===== config.mk =====
export PLATFORM = sky130hd
export DESIGN_NAME = dwpid_merge
export DESIGN_NICKNAME = d
export VERILOG_FILES = /design/src/hdl/dual_wheel_pid_speed_control_defines.svh /design/src/hdl/dwpid_pkg.sv /design/src/hdl/dwpid_merge.sv
export SDC_FILE = /design/constraint.sdc
export NUM_CORES = 1
export LEC_CHECK = 0
export ABC_CLOCK_PERIOD_IN_PS = 9700
export BUFFER_PORTS_ARGS = -buffer_cell sky130_fd_sc_hd__buf_4
export CORE_ASPECT_RATIO = 0.5
export CORE_UTILIZATION = 42
export CTS_BUF_LIST = sky130_fd_sc_hd__clkbuf_8
export DETAILED_ROUTE_END_ITERATION = 10
export MAX_ROUTING_LAYER = met4
export PLACE_DENSITY = 0.72
export SETUP_SLACK_MARGIN = 0.5
export SLEW_MARGIN = 20
export SYNTH_ARGS = -nofsm -noshare
export SYNTH_HDL_FRONTEND = slang
export SYNTH_SLANG_ARGS = --single-unit
export TNS_END_PERCENT = 50

===== constraint.sdc =====
create_clock -name clk -period 9.7 [get_ports clk]
set_input_delay 0.485 -clock clk [delete_from_list [all_inputs] [get_ports clk]]
set_output_delay 0.485 -clock clk [all_outputs]
set_load 0.03 [all_outputs]

===== src/hdl/dual_wheel_pid_speed_control_defines.svh =====
// ----------------------------------------------------------------------------
// Assertion macros for the dual wheel PID speed controller
// Both macros expect clk and rst_n in the scope where they are used.
// ----------------------------------------------------------------------------
`ifndef DUAL_WHEEL_PID_SPEED_CONTROL_DEFINES_SVH
`define DUAL_WHEEL_PID_SPEED_CONTROL_DEFINES_SVH

// Consequent must hold in the same cycle as the antecedent.
`define DWPID_ASSERT_NOW(lbl, ante, cons, msg) \
  lbl: assert property (@(posedge clk) disable iff (!rst_n) (ante) |-> (cons)) \
    else $error(msg);

// Consequent must hold in the cycle after the antecedent.
`define DWPID_ASSERT_NEXT(lbl, ante, cons, msg) \
  lbl: assert property (@(posedge clk) disable iff (!rst_n) (ante) |=> (cons)) \
    else $error(msg);

`endif


===== src/hdl/dwpid_pkg.sv =====
`timescale 1ns / 1ps
// ----------------------------------------------------------------------------
// dwpid_pkg
// Shared widths, constants, register codes and pipeline control types.
// ----------------------------------------------------------------------------
package dwpid_pkg;

  localparam int WHEELS         = 2;
  localparam int COUNT_BITS_DEF = 16;

  localparam int RATE_W   = 16;
  localparam int GAIN_W   = 12;
  localparam int DUTY_W   = 16;
  localparam int SUM_W    = 32;
  localparam int CFG_IDX_W  = 3;
  localparam int CFG_DATA_W = 16;
  localparam int FRAC_BITS  = 8;

  localparam int PWM_SCALE  = 400;
  localparam int SCALE_W    = $clog2(PWM_SCALE);
  localparam int FRAC_SHIFT = 16;
  localparam int LIM_W      = 41;
  localparam logic [LIM_W-1:0] CMD_LIMIT = {1'b1, {(LIM_W-1){1'b0}}};
  localparam int PROD_W     = LIM_W + SCALE_W;
  localparam int SCALED_W   = PROD_W - FRAC_SHIFT;

  // Four lane stages plus the merged output register.
  localparam int LANE_STAGES = 4;
  localparam int PIPE_DEPTH  = LANE_STAGES + 1;

  localparam logic [RATE_W-1:0] TARGET_RATE_RST = 16'd9078;
  localparam logic [GAIN_W-1:0] GAIN_P_RST      = 12'd461;
  localparam logic [GAIN_W-1:0] GAIN_I_RST      = 12'd205;
  localparam logic [GAIN_W-1:0] GAIN_D_RST      = 12'd26;
  localparam logic [DUTY_W-1:0] PWM_MIN_RST     = 16'd800;
  localparam logic [DUTY_W-1:0] PWM_MAX_RST     = 16'd22000;

  typedef enum logic [CFG_IDX_W-1:0] {
    CFG_TARGET_RATE = 3'd0,
    CFG_GAIN_P      = 3'd1,
    CFG_GAIN_I      = 3'd2,
    CFG_GAIN_D      = 3'd3,
    CFG_PWM_MIN     = 3'd4,
    CFG_PWM_MAX     = 3'd5
  } cfg_reg_t;

  typedef struct packed {
    logic [PIPE_DEPTH-1:0] load;
    logic [PIPE_DEPTH-1:0] valid;
  } pipe_ctl_t;

endpackage


===== src/hdl/dwpid_merge.sv =====
`timescale 1ns / 1ps
// ----------------------------------------------------------------------------
// dwpid_merge
// Pipeline valid tracking and flow control, plus the output stage that
// clamps every lane's duty and registers the merged result word.
// ----------------------------------------------------------------------------
module dwpid_merge (
  input  logic                                                 clk,
  input  logic                                                 rst_n,
  input  logic                                                 in_valid,
  output logic                                                 in_ready,
  input  logic [dwpid_pkg::WHEELS-1:0][dwpid_pkg::SCALED_W-1:0] scaled,
  input  logic [dwpid_pkg::DUTY_W-1:0]                         pwm_min,
  input  logic [dwpid_pkg::DUTY_W-1:0]                         pwm_max,
  output logic                                                 out_valid,
  input  logic                                                 out_ready,
  output logic [dwpid_pkg::WHEELS-1:0][dwpid_pkg::DUTY_W-1:0]  duty,
  output dwpid_pkg::pipe_ctl_t                                 ctl
);

  localparam int S  = dwpid_pkg::PIPE_DEPTH;
  localparam int SW = dwpid_pkg::SCALED_W;

  logic [S-1:0] valid_r;
  logic [S-1:0] valid_nxt;
  logic [S-1:0] free_c;
  logic [S-1:0] load_c;
  logic [S-1:0] drain_c;
  logic [dwpid_pkg::WHEELS-1:0][dwpid_pkg::DUTY_W-1:0] duty_r;
  logic [dwpid_pkg::WHEELS-1:0][dwpid_pkg::DUTY_W-1:0] duty_nxt;

  // A stage takes a word when it is empty or its word moves on this cycle,
  // so bubbles close up even while the output is stalled.
  always_comb begin
    free_c[S-1]  = !valid_r[S-1] || out_ready;
    drain_c[S-1] = out_ready;
    for (int k = S - 2; k >= 0; k--) begin
      free_c[k] = !valid_r[k] || free_c[k+1];
    end
    load_c[0] = in_valid && free_c[0];
    for (int k = 1; k < S; k++) begin
      load_c[k] = valid_r[k-1] && free_c[k];
    end
    for (int k = 0; k < S - 1; k++) begin
      drain_c[k] = load_c[k+1];
    end
    valid_nxt = load_c | (valid_r & ~drain_c);
  end

  always_ff @(posedge clk) begin
    if (!rst_n) begin
      valid_r <= '0;
    end else begin
      valid_r <= valid_nxt;
    end
  end

  // Low clamp first, then the high clamp.
  always_comb begin
    logic [SW-1:0] lo;
    logic [SW-1:0] hi;
    for (int w = 0; w < dwpid_pkg::WHEELS; w++) begin
      lo = (scaled[w] < SW'(pwm_min)) ? SW'(pwm_min) : scaled[w];
      hi = (lo > SW'(pwm_max)) ? SW'(pwm_max) : lo;
      duty_nxt[w] = hi[dwpid_pkg::DUTY_W-1:0];
    end
  end

  always_ff @(posedge clk) begin
    if (load_c[S-1]) begin
      duty_r <= duty_nxt;
    end
  end

  assign in_ready  = free_c[0];
  assign out_valid = valid_r[S-1];
  assign duty      = duty_r;
  assign ctl.load  = load_c;
  assign ctl.valid = valid_r;

endmodule


==> summary.txt <==
Pwr
  – Peak VDD IR: around 0.00005 V
  – Leak: about 2.4 nW
  – Cell area power density: roughly 84 nW/um^2

Setup path
  – Crit path max-delay cell type: a211oi_2
  – R2r worst-path depth: 4
  – Critical R2R Launch: valid_r[4]
  – Reg-to-reg endpoint: valid_r[0]
  – Required @ worst endpoint: around 9700 ps
  – CP Max Fanout: 16
  – Worst path cell trace: buf_4 -> inv_1 -> ha_1 -> a21oi_1 -> o21a_1 -> a2111o_1 -> o211ai_4 -> mux2_2 -> ha_1 -> a21o_1 -> a21o_1 -> a211oi_1 -> o211ai_1 -> a211oi_2 -> buf_4 -> mux2_2
  – Critical path type: input port to register
  – R2r setup slk: 8290 ps
  – Crit path DAT: ~5300 ps
  – Crit end category: register
  – CP peak stage delay: between 700 and 800 ps
  – Worst setup SP type: input port

Clock tree
  – Reg clk slew, reported paths: roughly 80 ps
  – Later-pin clock latency in the skew report: ~290 ps
  – H-tree depth: 2
  – Number of buffers created by CTS: 5
  – CTS tree: done
  – Clock root cell: clkbuf_8
  – PostCTS Resize Cnt: 0
  – TritonCTS Sinks: 37
  – Postcts setup bufs: 0
  – Cts hold-fix bufs: 0
  – Clock tree buffer depth: 2

Route
  – Final ANT Viol Nets: 0
  – DRT iter0 DRCs: around 160
  – Vias per cell: 5.21
  – DR WL/cell: approximately 17 microns
  – Initial DRT Pass Iterations: 4
  – Via count: between 3000 and 4000
  – Post-route DRC: 0
  – Final Routed Wirelength: ~9800 microns

Global routing
  – Vias in the first global route: approximately 3000
  – Gr usage total: 0.227
  – Initial antenna violation count: 0
  – Global-route wire length before repair: between 15000 and 20000 microns
  – Largest net degree at the start of global routing: 34
  – Remaining Overflow, GRT: 0

Die
  – Initial cell density of the core: 0.445
  – Die width: 134 microns
  – Die area: just over 9000 sq um
  – Row count: 23
  – Ports: approximately 150
  – Core ar.: between 8000 and 9000 sq um
  – Chip height: 68.0 microns

Status
  – Status: finished, final reports clean

Hold path
  – Min-Delay Startpoint: rst_n
  – Hold Crit Depth: 2
  – HP Class: input port to register
  – Hold endpoint: valid_r[2]

Yosys
  – Asr flop ratio synth: 0
  – Syn nets: ~500
  – EDFF count, synth: 32
  – Post-Synthesis Cell Area: roughly 3700 sq um
  – Yosys reg bits: 37
  – Most used flip-flop cell after synthesis: edfxtp_1
  – Syn Inst Count: 329
  – Sequential share of the synthesized area: 0.290
  – Synth warn: 0
  – Distinct cells, synth: 41
  – Syn Area/Cell: approximately 11 sq um

STA
  – Fin. max-slew vios: 0
  – Maximum clock frequency: about 0.19 GHz
  – Final TNS setup: 0 ps
  – Worst-Margin Slew: about 1000 ps
  – RSZ-0062 raised after global routing: false
  – Final Setup Violations: 0
  – Worst relative slew slack: 0.315
  – Fin. Hold Viols: 0
  – Worst Skew: 7.74 ps
  – Final period util: 0.543
  – Tmin final: approximately 5300 ps

Cells and area
  – Layout cells sized above 1: 0.477
  – Sequential Area: ~1100 sq um
  – Area of the multi-input gates: around 2400 sq um
  – Synth-to-Final Area Change: 35.4%
  – Commonest cells after routing, fill and taps aside: buf_4, ha_1, inv_1
  – Layout Nets: approximately 650
  – Most common cell after layout, fill and taps aside: buf_4
  – Final instance area: between 4000 and 5000 sq um
  – # diodes: 0
  – Fillers: 732

Place
  – # port buffers: around 150
  – DP HPWL: approximately 8300 microns
  – Dpl cell area: ~4900 sq um
  – GP Congestion: approximately 0.9

Flow run
  – MaxCap Viol Count: 0
-- routing by layer --
metal | global-route usage | part of all wire
met4 | 0.0435 | 0.0055
met5 | - | 0
met2 | 0.360 | 0.47
met3 | 0.0407 | 0.048
met1 | 0.306 | 0.48
-- where the power goes --
part | switching, mW | internal [mW]
Sequential | 0.00110 | 0.175
Clock | 0.0577 | 0.0496
Combinational | 0.0637 | 0.0705
-- synth_stat cells, drive strengths merged, types with 2 or more instances --
cell type | n | area share
mux2i | 4 | 0.011
nor4 | 9 | 0.022
and4 | 2 | 0.0048
nand2b | 3 | 0.0051
a21oi | 26 | 0.037
nand4 | 13 | 0.022
a21boi | 3 | 0.0061
o311a | 2 | 0.0055
nor2b | 6 | 0.010
o21a | 5 | 0.010
dfxtp | 5 | 0.027
inv | 35 | 0.036
nor2 | 7 | 0.0072
a21o | 10 | 0.020
mux2 | 60 | 0.21
and3 | 3 | 0.0051
o211ai | 5 | 0.018
edfxtp | 32 | 0.26
nand2 | 13 | 0.013
ha | 62 | 0.21
buf | 5 | 0.014
o21ai | 5 | 0.0068
a211oi | 4 | 0.011
-- stage by stage --
step	utilization	hold WS (ps)	std cells	power [mW]	worst slack, ps
floorplan	-	603	329	0.251	5360
global placement	0.592	525	584	0.310	4180
detailed placement	0.592	537	584	0.312	4110
CTS	0.603	416	592	0.421	4420
global route	0.603	420	592	0.441	4190
finish	0.603	423	592	0.418	4430
-- kinds of logic (layout without fill, tap and decap cells) --
kind of cell    count (synthesis)  in the layout  share of synthesized area
compound gates                 65             65                      0.128
mux                            64             64                      0.223
fa+ha+maj                      62             62                      0.212
simple gates                   60             60                     0.0967
buf+inv                        41            192                     0.0509
flops                          37             37                      0.290
-- registers in the layout, indices dropped and copies added (netlist names) --
name     count
duty        32
valid_r      5
-- area by class of cell --
cell class,count,share of cell area
Clock buffer,5,0.0139
Inverter,35,0.0265
Tap cell,112,0.0282
Sequential cell,37,0.214
Clock inverter,3,0.00353
Multi-Input combinational cell,251,0.489
Timing Repair Buffer,149,0.225
-- worst max path at each step --
stage / depth (start not counted) / slack (ps) / start / to
2_1_floorplan: 16 / 5360 / pwm_min[7] / duty[14]
5_1_grt: 14 / 4190 / scaled[31] / duty[1]
3_5_place_dp: 16 / 4110 / pwm_min[7] / duty[1]
4_1_cts: 16 / 4420 / pwm_min[7] / duty[1]
6_report: 16 / 4430 / pwm_min[7] / duty[1]
3_3_place_gp: 14 / 4180 / scaled[33] / duty[3]
-- worst max-delay path: cells and delay by family --
kind | cells | cell delay (ps)
compound gates | 9 | 2920
fa+ha+maj | 2 | 600
buf+inv | 3 | 530
mux | 2 | 790
(Power assumes the default switching activity.)
