===== config.mk =====
export PLATFORM = sky130hd
export DESIGN_NAME = dwpid_lane
export DESIGN_NICKNAME = d
export VERILOG_FILES = /design/src/hdl/dual_wheel_pid_speed_control_defines.svh /design/src/hdl/dwpid_pkg.sv /design/src/hdl/dwpid_lane.sv
export SDC_FILE = /design/constraint.sdc
export NUM_CORES = 2
export LEC_CHECK = 0
export BUFFER_PORTS_ARGS = -buffer_cell sky130_fd_sc_hd__buf_2
export CORE_UTILIZATION = 40
export CTS_CLUSTER_DIAMETER = 30
export CTS_CLUSTER_SIZE = 20
export DETAILED_ROUTE_END_ITERATION = 8
export GPL_TIMING_DRIVEN = 0
export PLACE_DENSITY_LB_ADDON = 0.08
export RECOVER_POWER = 25
export SYNTH_ARGS = -nofsm -noshare
export SYNTH_HDL_FRONTEND = slang
export SYNTH_SLANG_ARGS = --single-unit

===== constraint.sdc =====
create_clock -name clk -period 8.7 [get_ports clk]
set_input_delay 0.87 -clock clk [delete_from_list [all_inputs] [get_ports clk]]
set_output_delay 0.87 -clock clk [all_outputs]
set_load 0.005 [all_outputs]

===== src/hdl/dual_wheel_pid_speed_control_defines.svh =====
// ----------------------------------------------------------------------------
// Assertion macros for the dual wheel PID speed controller
// Both macros expect clk and rst_n in the scope where they are used.
// ----------------------------------------------------------------------------
`ifndef DUAL_WHEEL_PID_SPEED_CONTROL_DEFINES_SVH
`define DUAL_WHEEL_PID_SPEED_CONTROL_DEFINES_SVH

// Consequent must hold in the same cycle as the antecedent.
`define DWPID_ASSERT_NOW(lbl, ante, cons, msg) \
  lbl: assert property (@(posedge clk) disable iff (!rst_n) (ante) |-> (cons)) \
    else $error(msg);

// Consequent must hold in the cycle after the antecedent.
`define DWPID_ASSERT_NEXT(lbl, ante, cons, msg) \
  lbl: assert property (@(posedge clk) disable iff (!rst_n) (ante) |=> (cons)) \
    else $error(msg);

`endif


===== src/hdl/dwpid_pkg.sv =====
`timescale 1ns / 1ps
// ----------------------------------------------------------------------------
// dwpid_pkg
// Shared widths, constants, register codes and pipeline control types.
// ----------------------------------------------------------------------------
package dwpid_pkg;

  localparam int WHEELS         = 2;
  localparam int COUNT_BITS_DEF = 16;

  localparam int RATE_W   = 16;
  localparam int GAIN_W   = 12;
  localparam int DUTY_W   = 16;
  localparam int SUM_W    = 32;
  localparam int CFG_IDX_W  = 3;
  localparam int CFG_DATA_W = 16;
  localparam int FRAC_BITS  = 8;

  localparam int PWM_SCALE  = 400;
  localparam int SCALE_W    = $clog2(PWM_SCALE);
  localparam int FRAC_SHIFT = 16;
  localparam int LIM_W      = 41;
  localparam logic [LIM_W-1:0] CMD_LIMIT = {1'b1, {(LIM_W-1){1'b0}}};
  localparam int PROD_W     = LIM_W + SCALE_W;
  localparam int SCALED_W   = PROD_W - FRAC_SHIFT;

  // Four lane stages plus the merged output register.
  localparam int LANE_STAGES = 4;
  localparam int PIPE_DEPTH  = LANE_STAGES + 1;

  localparam logic [RATE_W-1:0] TARGET_RATE_RST = 16'd9078;
  localparam logic [GAIN_W-1:0] GAIN_P_RST      = 12'd461;
  localparam logic [GAIN_W-1:0] GAIN_I_RST      = 12'd205;
  localparam logic [GAIN_W-1:0] GAIN_D_RST      = 12'd26;
  localparam logic [DUTY_W-1:0] PWM_MIN_RST     = 16'd800;
  localparam logic [DUTY_W-1:0] PWM_MAX_RST     = 16'd22000;

  typedef enum logic [CFG_IDX_W-1:0] {
    CFG_TARGET_RATE = 3'd0,
    CFG_GAIN_P      = 3'd1,
    CFG_GAIN_I      = 3'd2,
    CFG_GAIN_D      = 3'd3,
    CFG_PWM_MIN     = 3'd4,
    CFG_PWM_MAX     = 3'd5
  } cfg_reg_t;

  typedef struct packed {
    logic [PIPE_DEPTH-1:0] load;
    logic [PIPE_DEPTH-1:0] valid;
  } pipe_ctl_t;

endpackage


===== src/hdl/dwpid_lane.sv =====
`timescale 1ns / 1ps
// ----------------------------------------------------------------------------
// dwpid_lane
// One wheel: tick delta, error, saturating integral and derivative in the
// first stage, gain products, PID sum, then scaling to a duty value.
// ----------------------------------------------------------------------------
module dwpid_lane #(
  parameter int COUNT_BITS = dwpid_pkg::COUNT_BITS_DEF
) (
  input  logic                               clk,
  input  logic                               rst_n,
  input  dwpid_pkg::pipe_ctl_t               ctl,
  input  logic [COUNT_BITS-1:0]              count,
  input  logic [dwpid_pkg::RATE_W-1:0]       target_rate,
  input  logic [dwpid_pkg::GAIN_W-1:0]       gain_p,
  input  logic [dwpid_pkg::GAIN_W-1:0]       gain_i,
  input  logic [dwpid_pkg::GAIN_W-1:0]       gain_d,
  output logic [dwpid_pkg::SCALED_W-1:0]     scaled
);

  localparam int EW   = COUNT_BITS + dwpid_pkg::FRAC_BITS + 1;
  localparam int DW   = EW + 1;
  localparam int SW   = dwpid_pkg::SUM_W;
  localparam int AW   = ((EW > SW) ? EW : SW) + 1;
  localparam int GW   = dwpid_pkg::GAIN_W + 1;
  localparam int PW_E = EW + GW;
  localparam int PW_S = SW + GW;
  localparam int PW_D = DW + GW;
  localparam int CW   = ((PW_D > PW_S) ? PW_D : PW_S) + 2;
  localparam int LW   = dwpid_pkg::LIM_W;

  // Loop state
  logic [COUNT_BITS-1:0]  last_count_r;
  logic signed [SW-1:0]   error_sum_r;
  logic signed [EW-1:0]   last_error_r;

  // Stage registers
  logic signed [EW-1:0]   e1_r;
  logic signed [SW-1:0]   s1_r;
  logic signed [DW-1:0]   d1_r;
  logic signed [PW_E-1:0] pe_r;
  logic signed [PW_S-1:0] pi_r;
  logic signed [PW_D-1:0] pd_r;
  logic signed [CW-1:0]   cmd_r;
  logic [dwpid_pkg::SCALED_W-1:0] scaled_r;

  logic [COUNT_BITS-1:0]  delta_c;
  logic signed [EW-1:0]   e_c;
  logic signed [AW-1:0]   sum_full_c;
  logic [SW-1:0]          sum_lo_c;
  logic signed [SW-1:0]   s_c;
  logic signed [DW-1:0]   d_c;
  logic signed [GW-1:0]   gp_c;
  logic signed [GW-1:0]   gi_c;
  logic signed [GW-1:0]   gd_c;
  logic                   cmd_pos_c;
  logic                   cmd_big_c;
  logic [LW-1:0]          cmd_lim_c;
  logic [dwpid_pkg::PROD_W-1:0] prod_c;

  // Stage 1: error, saturating integral and derivative; closes the per-sample loop.
  always_comb begin
    delta_c    = count - last_count_r;
    e_c        = $signed(EW'(target_rate)) -
                 $signed(EW'({delta_c, {dwpid_pkg::FRAC_BITS{1'b0}}}));
    sum_full_c = AW'(error_sum_r) + AW'(e_c);
    sum_lo_c   = sum_full_c[SW-1:0];
    if (sum_full_c == AW'($signed(sum_lo_c))) begin
      s_c = $signed(sum_lo_c);
    end else if (sum_full_c[AW-1]) begin
      s_c = $signed({1'b1, {(SW-1){1'b0}}});
    end else begin
      s_c = $signed({1'b0, {(SW-1){1'b1}}});
    end
    d_c = DW'(e_c) - DW'(last_error_r);
  end

  always_ff @(posedge clk) begin
    if (!rst_n) begin
      last_count_r <= '0;
      error_sum_r  <= '0;
      last_error_r <= '0;
    end else if (ctl.load[0]) begin
      last_count_r <= count;
      error_sum_r  <= s_c;
      last_error_r <= e_c;
    end
  end

  always_ff @(posedge clk) begin
    if (ctl.load[0]) begin
      e1_r <= e_c;
      s1_r <= s_c;
      d1_r <= d_c;
    end
  end

  // Stage 2: gain products.
  assign gp_c = $signed({1'b0, gain_p});
  assign gi_c = $signed({1'b0, gain_i});
  assign gd_c = $signed({1'b0, gain_d});

  always_ff @(posedge clk) begin
    if (ctl.load[1]) begin
      pe_r <= PW_E'(e1_r) * PW_E'(gp_c);
      pi_r <= PW_S'(s1_r) * PW_S'(gi_c);
      pd_r <= PW_D'(d1_r) * PW_D'(gd_c);
    end
  end

  // Stage 3: PID sum in Q.16.
  always_ff @(posedge clk) begin
    if (ctl.load[2]) begin
      cmd_r <= CW'(pe_r) + CW'(pi_r) + CW'(pd_r);
    end
  end

  // Stage 4: non-positive commands give zero, large ones are limited, then
  // the command is scaled to PWM compare units.
  always_comb begin
    cmd_pos_c = !cmd_r[CW-1] && (cmd_r != '0);
    cmd_big_c = cmd_r[CW-2:0] > (CW-1)'(dwpid_pkg::CMD_LIMIT);
    if (!cmd_pos_c) begin
      cmd_lim_c = '0;
    end else if (cmd_big_c) begin
      cmd_lim_c = dwpid_pkg::CMD_LIMIT;
    end else begin
      cmd_lim_c = cmd_r[LW-1:0];
    end
    prod_c = dwpid_pkg::PROD_W'(cmd_lim_c) *
             dwpid_pkg::PROD_W'(dwpid_pkg::PWM_SCALE);
  end

  always_ff @(posedge clk) begin
    if (ctl.load[3]) begin
      scaled_r <= prod_c[dwpid_pkg::PROD_W-1:dwpid_pkg::FRAC_SHIFT];
    end
  end

  assign scaled = scaled_r;

endmodule


==> summary.md <==
| Metric | Value |
|---|---|
| Outcome | `finished with violations` |
| Failing checks | `capacitance limit, slew limit` |
| Peak Freq | `between 100 and 150 MHz` |
| Area grow syn2layout | `12.0%` |
| Root Buffer | `clkbuf_16` |
| Slew Viols, Final | `295` |
| Drt pass-1 iters | `5` |
| Unrepaired setup endpoints after global routing | `no` |
| Final Hold Viols | `0` |
| Max_slew headroom | `-260%` |
| Worst path slowest cell | `o31ai_1` |
| Post-route clock period utilization | `between 90 and 100%` |
| Post-synthesis cell area | `between 50000 and 60000 um2` |
| Commonest non-fill, non-tap cell in the layout | `inv_1` |
| Post-synth ARST share | `0%` |
| Area contributors post-synth | `fa_1 34%, edfxtp_1 15%, ha_1 11%, inv_1 9.0%, nand2_1 5.0%` |
| CTS sink cnt | `between 300 and 400` |
| Worst slew pin tran | `around 5.4 ns` |
| CTS Buf Count | `105` |
| First-pass GRT wire length | `~250 mm` |
| Largest stage delay, worst path | `about 0.62 ns` |
| Ys Warns | `0` |
| Main synth FF type | `edfxtp_1` |
| Via count of the routed design | `about 40000` |
| Yosys reg bits | `about 360` |
| Post-Syn Area per Cell | `~9.4 um2` |
| # setup viols final | `0` |
| Setup CP Type | `input pin to register` |
| Max Used Layer | `met5` |
| Sequential area share after synthesis | `between 10% and 20%` |
| DRC viols | `0` |
| WP buf/inv | `6` |
| H-Tree Depth | `3` |
| Vias per cell | `~4.9` |
| Port buffer count | `about 100` |
| GP Congestion | `around 0.89` |
| # resized after CTS | `0` |
| Setup TNS | `0 ns` |
| CORE AREA | `between 100000 and 150000 um2` |
| Clock Tree Buf Depth | `3` |
| Cell variety after synth | `85` |
| Crit path top cell by count | `fa_1` |
| IO Pins | `between 100 and 150` |
| Clock transition at path regs | `roughly 0.040 ns` |
| Top cell type's share of synthesized area | `about a third` |
| Die X | `~380 um` |
| Worst EP required | `slightly above 9 ns` |
| CP top delay family | `compound AO/OA/AOI/OAI gates` |
| Share of cells above drive strength 1 | `between 4 and 5%` |
| Leading area contributor after synthesis | `fa_1` |
| Starting Density | `40.2%` |
| Commonest non-fill, non-tap cells in the layout | `1371 x inv_1, 969 x fa_1, 753 x nand2_1, 520 x ha_1, 409 x and2_1` |
| Total wire length | `around 160 mm` |
| CTS Hold Buffers Added | `0` |
| Wire length on met1 | `between 70 and 80 mm` |
| Worst clock skew | `approximately 0.070 ns` |
| Skew-Pair Late Insertion Delay | `~0.7 ns` |
| Min-delay worst type | `register to register` |
| WL/cell | `between 15 and 20 um` |
| WL met2 | `~70 mm` |
| Post-synth EDFFs | `about 290` |
| Crit. End Element | `register` |
| Gr usage total | `about 23%` |
| DR WL met3 | `about 7.5 mm` |
| CP Launch Type | `input pin` |
| Full die area | `144000 um2` |
| Maxcap violations | `6` |
| CTS tree | `built` |
| Nets | `~8000` |
| Routed Antenna Nets | `0` |
| Final core occ | `45.1%` |
| Final HPWL DP | `133 mm` |
| Cells after synthesis | `6040` |
| Die height | `~380 um` |
| CP arrival | `approximately 8.3 ns` |
| Initial antenna violation count | `11` |
| Global route overflow | `0` |
| Starting DRT DRC Count | `approximately 2500` |
| Post-layout min period | `around 7.9 ns` |
| Core Rows | `138` |
| Post-Synthesis Net Count | `between 7000 and 8000` |
| Worst-path fanout max | `10` |
| Post-CTS Setup Inserts | `0` |
| Largest net degree at the start of global routing | `99` |
| Number of global-route vias before repair | `42951` |
-- layout make-up --
type | count | area, um2
Clock inverter | 71 | 1150
Antenna cell | 5 | 12.5
Fill cell | 13829 | 77700
Multi-Input combinational cell | 4087 | 40800
Timing Repair Buffer | 103 | 498
Tap cell | 1890 | 2360
Sequential cell | 359 | 10000
Clock buffer | 128 | 2790
Inverter | 1371 | 5150
Buffer | 223 | 887
-- registers in the layout, indices dropped and copies added, names as in the netlist --
name          flops
cmd_r            47
pi_r             45
pd_r             39
pe_r             38
scaled           34
error_sum_r      32
s1_r             32
d1_r             26
e1_r             25
last_error_r     25
last_count_r     16
-- path summary, 6_finish.rpt --
path / cells past startpoint / from / slack [ns] / end
setup / recovery: 26 / gain_p[2] / 0.84 / pe_r[36]
hold / removal: 2 / error_sum_r[22] / 0.45 / error_sum_r[22]
setup reg to reg: 24 / e1_r[11] / 1.02 / pe_r[37]
hold reg to reg: 2 / error_sum_r[22] / 0.45 / error_sum_r[22]
-- worst min-delay path, cell delays in order (launching register included) --
cell and delay [ns]:
dfxtp_1 0.31, nand2_1 0.05, o21ai_1 0.05
-- metal layers --
metal	vias to the layer above	track usage, %
li1	19097	-
met1	20286	31.5
met2	769	37.0
met3	162	2.99
met4	2	6.77
met5	-	0
-- synthesized netlist by cell type, types with 38 or more instances --
master    count
xnor2_1     196
nor2_1      178
clkbuf_1    207
nand3_1      50
nor2b_1      66
and2_1      410
fa_1        969
dfxtp_1      73
xor2_1       64
a21oi_1     196
inv_1      1371
edfxtp_1    286
nand2_1     753
nor3_1       38
o21ai_0      93
a21o_1      103
o21bai_1     40
ha_1        520
-- kinds of logic after synthesis --
logic type                 count (synthesis)  share of synthesized area [%]
AOI/OAI and AO/OA                        646                           7.43
xor gates and xnor gates                 261                           4.03
adders and majority gates               1507                           45.9
buffers and inverters                   1594                           10.6
DFF                                      359                           17.7
muxes                                     34                          0.598
and+or+nand+nor                         1639                           13.8
-- per-stage QoR --
step | setup slack [ns] | cells | hold WS (ns) | cell area, um2
after floorplan | 1.99 | 6040 | 0.430 | 56900
after global placement | 0.229 | 8031 | 0.441 | 59800
after detailed placement | 0.237 | 8033 | 0.448 | 59800
after CTS | 0.956 | 8232 | 0.388 | 63800
after global routing | 0.512 | 8232 | 0.442 | 63700
final | 0.838 | 8237 | 0.450 | 63700
Power is left out: the tool's default activity adds up to more than one toggle a clock period on the data nets, which glitch-free logic cannot reach.
